--- config.mk ---
export PLATFORM = sky130hd
export DESIGN_NAME = status_register_unit
export DESIGN_NICKNAME = d
export VERILOG_FILES = /design/src/hdl/sru_pkg.sv /design/src/hdl/sru_exec.sv /design/src/hdl/status_register_unit.sv
export SDC_FILE = /design/constraint.sdc
export NUM_CORES = 1
export LEC_CHECK = 0
export BUFFER_PORTS_ARGS = -buffer_cell sky130_fd_sc_hd__buf_2
export CORE_UTILIZATION = 35
export DETAILED_ROUTE_END_ITERATION = 8
export PLACE_DENSITY_LB_ADDON = 0.12
export SYNTH_ARGS = -nofsm -noshare
export SYNTH_HDL_FRONTEND = slang
export SYNTH_SLANG_ARGS = --single-unit
--- constraint.sdc ---
create_clock -name clk -period 4 [get_ports clk]
set_input_delay 0.4 -clock clk [delete_from_list [all_inputs] [get_ports clk]]
set_output_delay 0.4 -clock clk [all_outputs]
set_load 0.02 [all_outputs]
--- src/hdl/sru_pkg.sv ---
// sru_pkg: shared types and constants of the status register unit.
// Holds operation codes, status word bit masks and the result record.
// No dependencies.
package sru_pkg;

    typedef enum logic [2:0] {
        CMD_MRS    = 3'd0,
        CMD_MSR    = 3'd1,
        CMD_SETEND = 3'd2,
        CMD_CPS    = 3'd3,
        CMD_SVC    = 3'd4
    } sru_cmd_t;

    localparam logic [4:0]  MODE_SVC   = 5'h13;
    localparam logic [4:0]  MODE_USER  = 5'h10;
    localparam logic [31:0] SVC_VECTOR = 32'h0000_0008;
    localparam logic [31:0] RESET_PSR  = 32'h0000_01D3;
    localparam logic [3:0]  LINK_REG   = 4'd14;
    localparam logic [3:0]  PC_REG     = 4'd15;

    localparam logic [31:0] MASK_MODE  = 32'h0000_001F;
    localparam logic [31:0] BIT_E      = 32'h0000_0200;
    localparam logic [31:0] BIT_A      = 32'h0000_0100;
    localparam logic [31:0] BIT_I      = 32'h0000_0080;
    localparam logic [31:0] BIT_F      = 32'h0000_0040;
    localparam logic [31:0] BIT_T      = 32'h0000_0020;
    localparam logic [31:0] MASK_GE    = 32'h000F_0000;
    localparam logic [31:0] MASK_FLAGS = 32'hF800_0000;
    localparam logic [31:0] MASK_IT    = 32'h0600_FC00;
    localparam logic [31:0] MASK_CTRL  = BIT_E | BIT_A | BIT_I | BIT_F | MASK_MODE;
    localparam logic [31:0] MASK_AIF   = BIT_A | BIT_I | BIT_F;

    // Packed so that reg_write lands in bit 0 of the output tdata.
    typedef struct packed {
        logic [31:0] saved_status_now;
        logic [31:0] status_now;
        logic [31:0] redirect_target;
        logic        redirect;
        logic [31:0] reg_value;
        logic [3:0]  reg_index;
        logic        reg_write;
    } sru_result_t;

    localparam int RESULT_BITS = $bits(sru_result_t);
    localparam int OUT_BYTES   = (RESULT_BITS + 7) / 8;
    localparam int IN_BITS     = 3 + 32 + 32 + 32;
    localparam int IN_BYTES    = (IN_BITS + 7) / 8;

endpackage

--- src/hdl/sru_exec.sv ---
// sru_exec: combinational execution of one system instruction.
// Computes the result record and next status words from the current ones.
// Depends on sru_pkg.
module sru_exec (
    input  logic [2:0]          cmd,
    input  logic [31:0]         instr_word,
    input  logic [31:0]         reg_operand,
    input  logic [31:0]         next_pc,
    input  logic [31:0]         cpsr,
    input  logic [31:0]         spsr,
    output sru_pkg::sru_result_t result
);
    import sru_pkg::*;

    logic [4:0]  rot;
    logic [63:0] rot_wide;
    logic [31:0] operand;
    logic [31:0] write_mask;
    logic [31:0] cpsr_next;
    logic [31:0] spsr_next;
    logic        use_spsr;
    logic [3:0]  rd;

    // Rotated immediate: imm8 rotated right by twice the rotate field.
    assign rot      = {instr_word[11:8], 1'b0};
    assign rot_wide = {24'd0, instr_word[7:0], 24'd0, instr_word[7:0]} >> rot;
    assign operand  = instr_word[25] ? rot_wide[31:0] : reg_operand;

    assign write_mask = (instr_word[16] ? MASK_CTRL  : 32'd0)
                      | (instr_word[18] ? MASK_GE    : 32'd0)
                      | (instr_word[19] ? MASK_FLAGS : 32'd0);

    assign use_spsr = instr_word[22];
    assign rd       = instr_word[15:12];

    always_comb
    begin
        cpsr_next = cpsr;
        spsr_next = spsr;
        result    = '0;
        unique case (cmd)
            CMD_MRS:
            begin
                if (rd != PC_REG)
                begin
                    result.reg_write = 1'b1;
                    result.reg_index = rd;
                    result.reg_value = use_spsr ? spsr : cpsr;
                end
            end
            CMD_MSR:
            begin
                if (use_spsr)
                begin
                    if (cpsr[4:0] != MODE_USER)
                        spsr_next = (spsr & ~write_mask) | (operand & write_mask);
                end
                else
                begin
                    cpsr_next = (cpsr & ~write_mask) | (operand & write_mask);
                end
            end
            CMD_SETEND:
            begin
                cpsr_next = instr_word[9] ? (cpsr | BIT_E) : (cpsr & ~BIT_E);
            end
            CMD_CPS:
            begin
                cpsr_next = instr_word[18] ? (cpsr | (instr_word & MASK_AIF))
                                           : (cpsr & ~(instr_word & MASK_AIF));
                if (instr_word[17])
                    cpsr_next = (cpsr_next & ~MASK_MODE) | (instr_word & MASK_MODE);
            end
            CMD_SVC:
            begin
                spsr_next = cpsr;
                cpsr_next = ((cpsr & ~(MASK_MODE | BIT_T | MASK_IT)) | BIT_I)
                          | {27'd0, MODE_SVC};
                result.reg_write       = 1'b1;
                result.reg_index       = LINK_REG;
                result.reg_value       = next_pc;
                result.redirect        = 1'b1;
                result.redirect_target = SVC_VECTOR;
            end
            default:
            begin
                cpsr_next = cpsr;
            end
        endcase
        result.status_now       = cpsr_next;
        result.saved_status_now = spsr_next;
    end

endmodule

--- src/hdl/status_register_unit.sv ---
// status_register_unit: top level of the program status word unit.
// Input register, status word registers and result register around sru_exec.
// Depends on sru_pkg and sru_exec.

// The unit holds the current (CPSR) and saved (SPSR) program status words and
// executes one system instruction per transaction: MRS, MSR, SETEND, CPS and
// SVC. Every input transaction produces exactly one result transaction that
// carries the register write, the pc redirect and both status words as they
// stand after the instruction. Throughput is one transaction per clock while
// the result side is not stalled; an accepted instruction waits in the input
// register, executes there and is then held in the result register. The status
// words update in the same cycle an instruction moves from the input register
// to the result register, so the next instruction sees them immediately.
// After reset CPSR is 0x000001D3 (supervisor mode, IRQ and FIQ masked) and
// SPSR is zero. Unused operation codes leave the state unchanged.
module status_register_unit (
    input  logic                             clk,
    input  logic                             rst_n,
    input  logic                             s_axis_tvalid,
    output logic                             s_axis_tready,
    // cmd[2:0], instr_word[34:3], reg_operand[66:35], next_pc[98:67], zero pad
    input  logic [8*sru_pkg::IN_BYTES-1:0]   s_axis_tdata,
    output logic                             m_axis_tvalid,
    input  logic                             m_axis_tready,
    // reg_write[0], reg_index[4:1], reg_value[36:5], redirect[37],
    // redirect_target[69:38], status_now[101:70], saved_status_now[133:102]
    output logic [8*sru_pkg::OUT_BYTES-1:0]  m_axis_tdata
);
    import sru_pkg::*;

    logic        in_valid_reg;
    logic [2:0]  cmd_reg;
    logic [31:0] word_reg;
    logic [31:0] operand_reg;
    logic [31:0] npc_reg;

    logic [31:0] cpsr_reg;
    logic [31:0] spsr_reg;

    logic        out_valid_reg;
    sru_result_t out_reg;
    sru_result_t exec_result;

    logic        advance;

    // Move the held instruction forward when the result slot is free or drains.
    assign advance       = in_valid_reg && (!out_valid_reg || m_axis_tready);
    assign s_axis_tready = !in_valid_reg || advance;

    // Input register: hold one instruction until it can execute.
    always_ff @(posedge clk or negedge rst_n)
    begin
        if (!rst_n)
        begin
            in_valid_reg <= 1'b0;
        end
        else if (s_axis_tready)
        begin
            in_valid_reg <= s_axis_tvalid;
        end
    end

    always_ff @(posedge clk)
    begin
        if (s_axis_tvalid && s_axis_tready)
        begin
            cmd_reg     <= s_axis_tdata[2:0];
            word_reg    <= s_axis_tdata[34:3];
            operand_reg <= s_axis_tdata[66:35];
            npc_reg     <= s_axis_tdata[98:67];
        end
    end

    sru_exec u_exec (
        .cmd         (cmd_reg),
        .instr_word  (word_reg),
        .reg_operand (operand_reg),
        .next_pc     (npc_reg),
        .cpsr        (cpsr_reg),
        .spsr        (spsr_reg),
        .result      (exec_result)
    );

    // Status words: commit the new values as the instruction executes.
    always_ff @(posedge clk or negedge rst_n)
    begin
        if (!rst_n)
        begin
            cpsr_reg <= RESET_PSR;
            spsr_reg <= '0;
        end
        else if (advance)
        begin
            cpsr_reg <= exec_result.status_now;
            spsr_reg <= exec_result.saved_status_now;
        end
    end

    // Result register: valid drops only when taken with nothing behind it.
    always_ff @(posedge clk or negedge rst_n)
    begin
        if (!rst_n)
        begin
            out_valid_reg <= 1'b0;
        end
        else if (advance)
        begin
            out_valid_reg <= 1'b1;
        end
        else if (m_axis_tready)
        begin
            out_valid_reg <= 1'b0;
        end
    end

    always_ff @(posedge clk)
    begin
        if (advance)
        begin
            out_reg <= exec_result;
        end
    end

    assign m_axis_tvalid = out_valid_reg;
    assign m_axis_tdata  = {{(8*OUT_BYTES - RESULT_BITS){1'b0}}, out_reg};

endmodule

======== Yosys cells after proc, flatten, opt, wreduce, memory -nomap -nowiden ========
Index checks and enable logic that the tools add are counted.
W data, S select, Z words.
storage, ports and cells
  bits in registers ....................... 293
  bits of input ports ..................... 108
  output and inout port bits .............. 138
  logic and storage cells ................. 60
cells by class
  equal/unequal tests ..................... 6
  shifts and indexed selects .............. 1
  multiplexer cells ....................... 18
  bitwise operators ....................... 12
  reduce and logical (&&, ||, !) cells .... 8
operators by type and width
  operator              number
  $mux W32              8
  $and A32 B32 Y32      4
  $or A32 B32 Y32       4
  $pmux W32 S4          1
  $pmux W37 S2          1
  $pmux W32 S2          1
  $shr A40 B5 Y32       1
  $mux W37              1
  $not A32 Y32          1
  $not A9 Y32           1
  $or A32 B5 Y32        1
  $or A32 B9 Y32        1
  $mux W10              2
  $mux W20              1
  $eq A3 B2 Y1 const B  2
  $mux W5               1
  $ne A5 B5 Y1 const B  1
  $ne A4 B4 Y1 const B  1
  $eq A3 B1 Y1 const B  1
  $eq A3 B3 Y1 const B  1
  $logic_not A3 Y1      1
  $logic_and A1 B1 Y1   2
  $logic_not A1 Y1      2
  $logic_or A1 B1 Y1    2
  2 further kinds       3

======== Longest topological paths before layout ========
  depth after elaboration ................. 9
  mapped depth ............................ 8
  mapped depth without buffers ............ 7

======== Cells and area by module ========
A second synthesis with hierarchy kept.
second synthesis, totals
  cell total of the unflattened synthesis .. 879
  area, all modules ....................... 12,721.0 um2
modules (own cells, without submodules)
  module                instances  cells an instance  area each (um2)  sequential area each (um2)
  status_register_unit  1          380                9,716.8          8,655.8
  sru_exec              1          499                3,004.1          0.0

======== Least setup slack after synthesis ========
No wires, ideal clock.
  path type ............................... register to register
  start point ............................. reg out_valid_reg (netlist: m_axis_tvalid)
  end point ............................... reg spsr_reg[30]
  setup time .............................. 0.080 ns
  arrival ................................. 4.525 ns
  required time ........................... 3.920 ns
  slack ................................... -0.605 ns
  cell stages (with the launch flop) ...... 8
  path buffers ............................ 2
  period minus slack after synthesis ...... 4.605 ns
  path through ............................ dfrtp_1 nand2b_1 nand2_1 inv_1 buf_2 clkbuf_1 a22oi_1 nand2_1
on the way
  cells in the longest elaborated chain, start to end .. 3
RTL lines
  item                    RTL line                     source
  from (decl)             status_register_unit.sv:40   logic out_valid_reg;
  from (signal assigned)  status_register_unit.sv:104  out_valid_reg <= 1'b0;
  from (signal assigned)  status_register_unit.sv:108  out_valid_reg <= 1'b1;
  from (signal assigned)  status_register_unit.sv:112  out_valid_reg <= 1'b0;
  $logic_not A1 Y1        status_register_unit.sv:47   assign advance = in_valid_reg && (!out_valid_reg || m_axis_tready);
  $logic_or A1 B1 Y1      status_register_unit.sv:47
  $logic_and A1 B1 Y1     status_register_unit.sv:47
  via advance             status_register_unit.sv:44   logic advance;
  to (signal assigned)    status_register_unit.sv:95   spsr_reg <= exec_result.saved_status_now;
  to (decl)               status_register_unit.sv:38   logic [31:0] spsr_reg;
The timed path passes the listed nets, and every way through them passes these cells.
A chain may end at the register's enable or synchronous reset.

==> metrics <==
area share of the leading cell type in the synthesized netlist=48.0%; YS warnings=0; port buffer count=183; post-synthesis sequential area ratio=63.0%; Syn Inst Count=904; synthesized cell area=0.0111 mm^2; Vert. Die Dim=180 um; Min-Delay Path Class=input port to flip-flop; Core Area=0.0308 mm^2; most used flip-flop cell after synthesis=edfxtp_1; post-synthesis async set-or-reset flop share=27.2%; min Tclk post-route=2.86 ns; Skew-Pair Late Insertion Delay=0.55 ns; Antenna Cells=0; Power Total=6.69 mW; first-pass GRT wire length=44,200 um; Die X=180 um; Critical Path Fanout Max=23; setup TNS=0 ns; Int Pwr=4.78 mW; largest net degree at the start of global routing=76; number of synthesized flops with an enable pin=177; Overall Global Routing Usage=17.5%; Top cell by count, worst path=nor2_1; critical path class=flip-flop to flip-flop; # rows=64; Crit path max-delay family=simple AND/OR/NAND/NOR gates; sw frac=28.5%; vias per cell=5.09; fillers=2,918; critical path, cell by cell=nor2_1 > nand2_1 > inv_2 > nor2_1 > a22o_1 > a21o_1 > a31o_1; initial antenna violation count=0; Net Sw Power=1.91 mW; FF-to-FF setup slack=1.14 ns; CP arrival=3.15 ns; post-synthesis register bit count=243; Post-route DRC=19; max-cap violations=0; Hold Path Depth=1; Least-Margin Pin Slew=1.09 ns; failing checks=design-rule violations; syn_area_per_cell=12.3 um^2; Longest Clk Path Bufs=3; Largest register FFs=102; Nets=1,181; Area Growth Syn to Fin=18.0%; initial core utilization=35.9%; final antenna-violating net count=0; Lkg Pwr=5.41 nW; CTS tree=yes; clock network power share=34.5%; Final Max Tran Viols=0; WL final=28,500 um; Cell variety after synth=78; outcome=complete, but fails checks; routed len/inst=19.1 um; part of the cycle the worst path needs=71.5%; final worst clock skew=0.0124 ns; Logic pwr share=15.9%; via count=7,591; grt ovf=0; Final Util=42.4%; Worst-path clk slew=0.06 ns; Data required, critical path=4.29 ns; Peak VDD IR=286 uV; HP Start=s_axis_tdata[37]; CTS root buffer=clkbuf_16; routability cong.=0.819; clk sinks=243; setup violators final=0; Num CTS Buffers=27; vias in the first global route=7,427; Die ar.=0.0324 mm^2; Sequential Power Share=49.6%; critical path's largest stage delay=0.63 ns; CP Capture Type=flip-flop; Final Hold Viols=0; power per cell area=512 mW/mm^2; Critical path buffers and inverters=1; htree depth=1; starting DRC count in detailed routing=608; post-CTS setup buffer count=0; Worst Hold End=operand_reg[2]; reg2reg end=m_axis_tdata[120]; critical path startpoint category=flip-flop; RSZ-0062 raised after global routing=false; hpwl dp=19,000 um; io pins=246; Worst path slowest cell=edfxtp_1; max_slew headroom=27.1%; post-synth top area cell=edfxtp_1; reg2reg start=cmd_reg[1]; top cells by area, synth=edfxtp_1, dfrtp_1, nand2_1, mux2i_1, mux2_2; share of post-route cells with drive strength above 1=26.9%; Initial DRT Pass Iterations=9; Worst R2R Path Depth=7; Max Freq=0.350 GHz
==> worst reg2reg max path: cells and delay by family (launching register included) <==
| family | cells | cell delay [ns] |
|---|---|---|
| buffers and inverters | 1 | 0.41 |
| AOI/OAI and AO/OA | 3 | 0.62 |
| and+or+nand+nor | 3 | 0.95 |
| DFF | 1 | 0.63 |
==> metrics by stage <==
step | setup WS, ns | area [um^2] | hold WS, ns | instances
6_report | 1.14 | 13100 | 0.0275 | 1490
5_1_grt | 0.955 | 13100 | 0.00144 | 1490
4_1_cts | 1.14 | 13100 | 0.000264 | 1490
3_5_place_dp | 1.16 | 12200 | 0.433 | 1435
3_3_place_gp | 1.19 | 12200 | 0.424 | 1435
2_1_floorplan | 1.02 | 11200 | 0.104 | 936
==> worst max-delay path by stage <==
stage	from	end	slack, ns	depth (start not counted)
CTS	cmd_reg[1]	m_axis_tdata[120]	1.14	7
floorplan	m_axis_tvalid	cmd_reg[0]	1.02	2
global route	cmd_reg[2]	spsr_reg[16]	0.96	5
finish	cmd_reg[1]	m_axis_tdata[120]	1.14	7
global placement	cmd_reg[1]	m_axis_tdata[120]	1.19	7
detailed placement	cmd_reg[1]	m_axis_tdata[120]	1.16	7
==> layout make-up <==
cell class                 instances  area [um^2]  share of cell area [%]
inverter                          10         40.0                   0.306
sequential                       243         6970                    53.4
multi-input combinational        588         3660                    28.0
tap                              396          495                    3.79
clock inverter                     9         88.8                   0.680
clock buffer                      41          728                    5.57
timing repair buffer             203         1080                    8.25
==> power by group through the flow <==
stage               Combinational (mW)  Sequential (mW)  Clock, mW
global route                      1.16             3.36       2.48
floorplan                        0.642             3.40          0
CTS                               1.07             3.31       2.39
global placement                  1.06             3.36          0
finish                            1.06             3.32       2.31
detailed placement                1.07             3.36          0
==> cell usage in the layout (no fill, tap or decap), types with 6 or more instances in the layout <==
| cell type | synthesis | routed |
|---|---|---|
| buf_2 | 15 | 183 |
| edfxtp_1 | 177 | 177 |
| nand2_1 | 124 | 124 |
| o21ai_0 | 68 | 68 |
| dfrtp_1 | 60 | 60 |
| mux2i_1 | 43 | 43 |
| nor2_1 | 42 | 42 |
| mux2_2 | 35 | 35 |
| conb_1 | 1 | 33 |
| clkbuf_16 | 0 | 27 |
| a21oi_1 | 26 | 26 |
| a22oi_1 | 24 | 24 |
| nand3_1 | 21 | 21 |
| nor2b_1 | 18 | 18 |
| buf_4 | 38 | 15 |
| clkbuf_1 | 33 | 14 |
| nand2b_1 | 13 | 13 |
| nor3_1 | 12 | 12 |
| and2_1 | 12 | 11 |
| a22o_1 | 9 | 9 |
| o211ai_1 | 7 | 7 |
| o2bb2ai_1 | 6 | 6 |
| a31oi_1 | 6 | 6 |
| dfstp_2 | 6 | 6 |
==> cell families (layout without fill, tap and decap cells) <==
group,after synthesis,count (layout),synth area share (%)
simple gates,267,267,11.5
flops,243,243,63.0
compound gates,208,208,12.7
mux,79,79,7.65
other cells,1,33,0.0339
xor+xnor,1,1,0.0791
buf+inv,105,263,5.08
==> metal layers <==
layer	wire (um)	track usage [%]
met5	0	0
met4	599	4.59
met3	1580	2.86
met2	12800	27.3
met1	13500	25.1
==> what timing repair did <==
item                                   CTS  global route
endpoints found under the hold margin   33             0
resized for setup                        0             0
hold buffers                             5             0
==> synth_stat cells (8+ instances only) <==
cell type / count
nor2b_1: 18
mux2_2: 35
nand3_1: 21
a22oi_1: 24
buf_2: 15
nand2_1: 124
nand2b_1: 13
nor3_1: 12
nor2_1: 42
dfrtp_1: 60
a22o_1: 9
buf_4: 38
edfxtp_1: 177
clkbuf_1: 33
mux2i_1: 43
o21ai_0: 68
and2_1: 12
a21oi_1: 26
buf_1: 8
(Power assumes the default switching activity.)
